`src/sv/mmbf_pkg.sv`:
```
// Shared types, register codes and helpers for the mipmap 2x2 box filter.
`timescale 1ns / 1ps

package mmbf_pkg;

  localparam int unsigned ChanW   = 8;
  localparam int unsigned NumChan = 4;
  localparam int unsigned PixW    = ChanW * NumChan;
  localparam int unsigned SumW    = ChanW + 1;       // pair sum of one channel
  localparam int unsigned PairW   = SumW * NumChan;  // one line store entry
  localparam int unsigned QuadW   = ChanW + 2;       // 2x2 sum of one channel
  localparam int unsigned LgW     = 4;               // size register width

  // Register indexes on the config port.
  localparam logic RegWidthLog2  = 1'b0;
  localparam logic RegHeightLog2 = 1'b1;

  // Scan position flags handed from the counters to the datapath.
  typedef struct packed {
    logic odd_col;
    logic odd_row;
    logic last_px;
  } scan_ctl_t;

  // Zero means a side of two; anything above max_lg saturates.
  function automatic logic [LgW-1:0] clamp_log2(input logic [LgW-1:0] lg,
                                                input logic [LgW-1:0] max_lg);
    logic [LgW-1:0] r;
    if (lg == '0) begin
      r = LgW'(1);
    end else if (lg > max_lg) begin
      r = max_lg;
    end else begin
      r = lg;
    end
    return r;
  endfunction

endpackage

```
`src/sv/mmbf_scan_ctl.sv`:
```
// Size registers and raster column/row counters of the box filter.
`timescale 1ns / 1ps

module mmbf_scan_ctl #(
  parameter int unsigned CW = 10,  // column counter bits, log2 of widest level
  parameter int unsigned RW = 9    // row counter bits, log2 of tallest level
) (
  input  logic                     clk_i,
  input  logic                     rst_ni,
  input  logic                     cfg_we_i,
  input  logic                     cfg_idx_i,
  input  logic [mmbf_pkg::LgW-1:0] cfg_data_i,
  input  logic                     advance_i,
  output mmbf_pkg::scan_ctl_t      ctl_o,
  output logic [CW-2:0]            slot_o
);

  localparam logic [mmbf_pkg::LgW-1:0] WMaxLg = mmbf_pkg::LgW'(CW);
  localparam logic [mmbf_pkg::LgW-1:0] HMaxLg = mmbf_pkg::LgW'(RW);
  localparam logic [mmbf_pkg::LgW-1:0] WRst =
    mmbf_pkg::clamp_log2(mmbf_pkg::LgW'(10), WMaxLg);
  localparam logic [mmbf_pkg::LgW-1:0] HRst =
    mmbf_pkg::clamp_log2(mmbf_pkg::LgW'(9), HMaxLg);

  logic [mmbf_pkg::LgW-1:0] w_lg_q, w_lg_d;
  logic [mmbf_pkg::LgW-1:0] h_lg_q, h_lg_d;
  logic [CW-1:0]            col_q, col_d, w_mask;
  logic [RW-1:0]            row_q, row_d, h_mask;
  logic                     col_last, row_last;

  // last column / row index as an all-ones mask of the active size
  always_comb begin
    for (int i = 0; i < CW; i++) begin
      w_mask[i] = (i < int'(w_lg_q));
    end
    for (int j = 0; j < RW; j++) begin
      h_mask[j] = (j < int'(h_lg_q));
    end
  end

  assign col_last = (col_q == w_mask);
  assign row_last = (row_q == h_mask);

  always_comb begin
    w_lg_d = w_lg_q;
    h_lg_d = h_lg_q;
    col_d  = col_q;
    row_d  = row_q;
    priority if (cfg_we_i) begin
      // any size write restarts the level
      if (cfg_idx_i == mmbf_pkg::RegWidthLog2) begin
        w_lg_d = mmbf_pkg::clamp_log2(cfg_data_i, WMaxLg);
      end else begin
        h_lg_d = mmbf_pkg::clamp_log2(cfg_data_i, HMaxLg);
      end
      col_d = '0;
      row_d = '0;
    end else if (advance_i) begin
      if (col_last) begin
        col_d = '0;
        row_d = row_last ? '0 : row_q + RW'(1);
      end else begin
        col_d = col_q + CW'(1);
      end
    end else begin
      col_d = col_q;
      row_d = row_q;
    end
  end

  always_ff @(posedge clk_i or negedge rst_ni) begin
    if (!rst_ni) begin
      w_lg_q <= WRst;
      h_lg_q <= HRst;
      col_q  <= '0;
      row_q  <= '0;
    end else begin
      w_lg_q <= w_lg_d;
      h_lg_q <= h_lg_d;
      col_q  <= col_d;
      row_q  <= row_d;
    end
  end

  assign ctl_o.odd_col = col_q[0];
  assign ctl_o.odd_row = row_q[0];
  assign ctl_o.last_px = col_last && row_last;
  assign slot_o        = col_q[CW-1:1];

endmodule

```
`config.mk`:
```
export PLATFORM = sky130hd
export DESIGN_NAME = mmbf_scan_ctl
export DESIGN_NICKNAME = d
export VERILOG_FILES = /design/src/sv/mmbf_pkg.sv /design/src/sv/mmbf_scan_ctl.sv
export SDC_FILE = /design/constraint.sdc
export NUM_CORES = 1
export LEC_CHECK = 0
export ABC_CLOCK_PERIOD_IN_PS = 4900
export BUFFER_PORTS_ARGS = -buffer_cell sky130_fd_sc_hd__clkbuf_2
export CORE_MARGIN = 5
export CORE_UTILIZATION = 29
export DETAILED_ROUTE_END_ITERATION = 16
export GPL_TIMING_DRIVEN = 0
export HOLD_SLACK_MARGIN = 0.15
export PLACE_DENSITY = 0.45
export SLEW_MARGIN = 20
export SYNTH_ARGS = -nofsm -noshare
export SYNTH_HDL_FRONTEND = slang
export SYNTH_SLANG_ARGS = --single-unit
```
`constraint.sdc`:
```
create_clock -name clk_i -period 4.9 [get_ports clk_i]
set_input_delay 1.47 -clock clk_i [delete_from_list [all_inputs] [get_ports clk_i]]
set_output_delay 1.47 -clock clk_i [all_outputs]
set_load 0.02 [all_outputs]
```
After elaboration in Yosys (flattened, before gate mapping) --
Index checks and enable logic that the tools add are counted.
Operators by class: reduce and logical (&&, ||, !) cells 7, mux-type cells 11, order comparisons 21, equal/unequal tests 2, add/sub/neg operators 2, bitwise operators 1
Operators with widths (number):
- 2-to-1 mux 9 bit | 4
- < comparator 3 x 4 -> 1 bit, first input constant | 8
- 2-to-1 mux 10 bit | 3
- < comparator 1 x 4 -> 1 bit, first input constant | 4
- < comparator 2 x 4 -> 1 bit, first input constant | 4
- 2-to-1 mux 4 bit | 4
- < comparator 4 bit, first input constant | 3
- adder 10 x 1 -> 10 bit, second input constant | 1
- equality test 10 bit | 1
- adder 9 x 1 -> 9 bit, second input constant | 1
- equality test 9 bit | 1
- greater-than comparator 4 bit, second input constant | 2
- AND reduction 2 bit | 3
- zero test 4 bit | 1
- nonzero test 2 bit | 2
- logical AND 1 bit | 1
- inverter 1 bit | 1
Word-level totals: bits of input ports 9, flip-flop bits (word level) 27, output and inout port bits 12, logic and storage cells 48

Longest topological paths before layout --
depth after elaboration 6, gate-level depth with buffers 8, mapped depth without buffers 7

Worst setup path before layout --
Ideal clock, no wire load.
path kind reg-to-output, start register col_q[7], end output ctl_o[0] in the netlist's numbering, path buffers 0, cell stages (with the launch flop) 7, required time 3.430 ns, setup slack 0.945 ns, data arrival time 2.485 ns, cell sequence dfrtp_1 or4b_1 o21ai_1 a21oi_1 nor4_4 nand2_2 nor4_1
RTL lines:
- start: declaration | line mmbf_scan_ctl.sv:27 | logic [CW-1:0] col_q, col_d, w_mask;
- start signal: assignment | line mmbf_scan_ctl.sv:80 | col_q <= col_d;
- end: declaration | line mmbf_scan_ctl.sv:14 | output mmbf_pkg::scan_ctl_t ctl_o,

==> metrics.md <==
| Metric | Value |
|---|---|
| Placed cells | `310` |
| Clock Skew | `0.001538 ns` |
| Routed vias/inst | `5.293` |
| Worst endpoint required time | `3.43 ns` |
| Worst Tran Pin Value | `0.7430 ns` |
| WL met2 | `2.114 mm` |
| Final Hold Violating Endpoints | `0` |
| Max layer used | `met4` |
| Final setup viols | `0` |
| Share of flip-flops with an asynchronous set or reset | `1.000` |
| Register area share after synthesis | `0.3754` |
| Layout cells sized above 1 | `0.1799` |
| Leak Pwr | `0.8232 nW` |
| ANT cells | `0` |
| Area growth syn-to-layout | `12.91%` |
| Max-Cap Viols | `0` |
| Pin count of the biggest net entering global routing | `28` |
| Initial antenna violation count | `0` |
| Number of flops mapped to enable cells by yosys | `0` |
| Mapped cell area | `1813 um^2` |
| Initial Utilization | `0.3026` |
| Critical path class | `flip-flop to output pin` |
| Antenna Violating Nets Remaining | `0` |
| Core ar. | `5991 um^2` |
| Largest cells by area after synthesis | `dfrtp_1 32%, dfstp_2 5.8%, nand2_1 5.2%` |
| Overall routed net length | `between 4 and 5 mm` |
| P per Cell Area | `approximately 240 nW/um^2` |
| CP Launch Type | `flip-flop` |
| Crit Path Max Fanout | `9` |
| GP Congestion | `0.7879` |
| CTS tree | `done` |
| Mean Syn Cell Area | `between 8 and 9 um^2` |
| # resized after CTS | `0` |
| Clock buffers created by TritonCTS | `3` |
| Layout Cells excl Fill | `about 310` |
| Syn nets | `227` |
| Crit end category | `output pin` |
| # rows | `28` |
| Die ar. | `between 7000 and 8000 um^2` |
| Clk_lat worst skew | `0.28 ns` |
| Worst hold path class | `flip-flop to flip-flop` |
| Synth Register Bits | `27` |
| Iter 0 DRT Violations | `100` |
| Clock tree buffer depth | `2` |
| Fin crit period | `roughly 4.3 ns` |
| Most used DFF post-synth | `dfrtp_1` |
| Die H | `around 90 um` |
| Cells after Synth | `about 220` |
| Yosys top cell by area | `dfrtp_1` |
| Root Driver | `clkbuf_8` |
| Max-slew violation count | `0` |
| Final setup TNS | `0 ns` |
| Wl on met1 | `2.385 mm` |
| GRT Total Usage | `0.1261` |
| # H-tree levels | `1` |
| Dpl hpwl | `roughly 3.3 mm` |
| Unique masters post-synth | `53` |
| Clock Pin Slew Worst Setup and Hold Paths | `0.10 ns` |
| DRC | `0` |
| Via Count | `between 1,500 and 2,000` |
| Setup repair after global routing missed its margin | `false` |
| DR pass1 iterations | `4` |
| Tcrit/Tclk final | `0.8694` |
| CP arrival | `2.79 ns` |
| Synth warnings | `0` |
| Final nets | `about 250` |
| Met3 routed WL | `131 um` |
| Slew margin rel. | `0.5046` |
| Share of the core filled with cells | `0.3417` |
| Hold buffers post-CTS | `0` |
| Status | `completed` |
| Global-route wire length before repair | `~8 mm` |
| Chip Width | `89.07 um` |
| Yosys top cell area share | `0.3175` |
| Routed length per instance | `between 10 and 15 um` |
| Upper clock frequency limit | `approximately 230 MHz` |
| Gr ovfl total | `0` |
| I/O Buffers | `19` |
| Vias in the first global route | `1,552` |
| Peak supply drop | `0.0001044 V` |
| Setup bufs post-CTS | `0` |
| Clk sink count | `27` |
| Number of I/O pins | `21` |
-- routing by layer --
layer  track usage  vias up
met1        0.1887      788
met5             0        -
li1              -      839
met4       0.04330        0
met3       0.01382        4
met2        0.1876       31
-- path summary, 6_finish.rpt --
kind | startpoint | to | slack [ns] | cells past startpoint
max | w_lg_q[1] | ctl_o[0] | 0.64 | 8
min | w_lg_q[0] | w_lg_q[0] | 0.58 | 2
max reg2reg | h_lg_q[0] | row_q[7] | 2.38 | 8
min reg2reg | w_lg_q[0] | w_lg_q[0] | 0.58 | 2
max in group asynchronous | rst_ni | col_q[7] | 3.19 | 1
min in group asynchronous | rst_ni | row_q[0] | 1.24 | 1
-- cell families after synthesis --
kind of cell / count (synthesis) / share of synthesized area
compound gates: 64 / 0.2333
mux: 2 / 0.01242
buf+inv: 21 / 0.04969
xor+xnor: 8 / 0.03865
fa+ha+maj: 2 / 0.01380
flops: 27 / 0.3754
simple gates: 92 / 0.2767
-- Yosys cell counts, drive strengths merged, types with 2 or more instances --
master	n
nand2	26
dfrtp	23
o21ai	19
nor2	18
a21oi	15
inv	9
nand3	8
buf	7
nor4	6
clkbuf	5
nor2b	5
xor2	5
a31oi	4
dfstp	4
nor3	4
o31ai	4
or2	4
or3	4
nand2b	3
nand3b	3
nand4	3
xnor2	3
a2111oi	2
and2	2
and3	2
ha	2
mux2	2
o2111ai	2
o211ai	2
o22ai	2
o311a	2
o311ai	2
-- final cells by class --
class	instances	area [um^2]
sequential	27	680.7
buffer	12	56.30
inverter	9	33.78
fill	638	3944
multi-input combinational	168	1042
timing repair buffer	19	95.09
clock buffer	4	45.04
tap	75	93.84
-- report_power, final --
| group | switching [W] | internal (W) | leakage (nW) |
|---|---|---|---|
| Combinational | 0.0000670 | 0.0000388 | 0.442 |
| Sequential | 0.00000794 | 0.000236 | 0.358 |
| Clock | 0.0000740 | 0.0000584 | 0.0228 |
| Total | 0.000149 | 0.000333 | 0.823 |
-- cells in the final DEF (no fill, tap or decap), drive strengths merged, types with 3 or more instances in the layout --
| cell | count |
|---|---|
| nand2b | 3 |
| nand2 | 26 |
| xor2 | 5 |
| clkbuf | 28 |
| inv | 9 |
| dfstp | 4 |
| or2 | 4 |
| buf | 7 |
| xnor2 | 3 |
| o31ai | 4 |
| a31oi | 4 |
| nor3 | 4 |
| nand4 | 3 |
| o21ai | 19 |
| nand3 | 8 |
| nor4 | 6 |
| nor2 | 18 |
| nor2b | 5 |
| a21oi | 15 |
| or3 | 4 |
| dfrtp | 23 |
| nand3b | 3 |
-- critical path, stage by stage, from the launching register on --
cell and delay, ns:
dfstp_2 0.52, clkbuf_1 0.32, nor2_1 0.15, o21ai_0 0.11, a21oi_1 0.12, nor4_4 0.42
nand2_2 0.21, nor4_1 0.43, clkbuf_2 0.24
-- sequential cells by signal (all words and copies together) (netlist names) --
name and count:
h_lg_q 4, col_q 10, w_lg_q 4, row_q 9
-- through the flow --
| step | worst slack (ns) | power [W] | cell area, um^2 | hold slack (ns) |
|---|---|---|---|---|
| 2_1_floorplan | 0.9446 | 0.0003240 | 1813 | 0.5149 |
| 3_3_place_gp | 0.9444 | 0.0003548 | 2002 | 0.5696 |
| 3_5_place_dp | 0.9512 | 0.0003541 | 2002 | 0.5610 |
| 4_1_cts | 0.6308 | 0.0004893 | 2047 | 0.5848 |
| 5_1_grt | 0.4164 | 0.0005140 | 2047 | 0.6265 |
| 6_report | 0.6400 | 0.0004818 | 2047 | 0.5829 |
(Power assumes the default switching activity.)
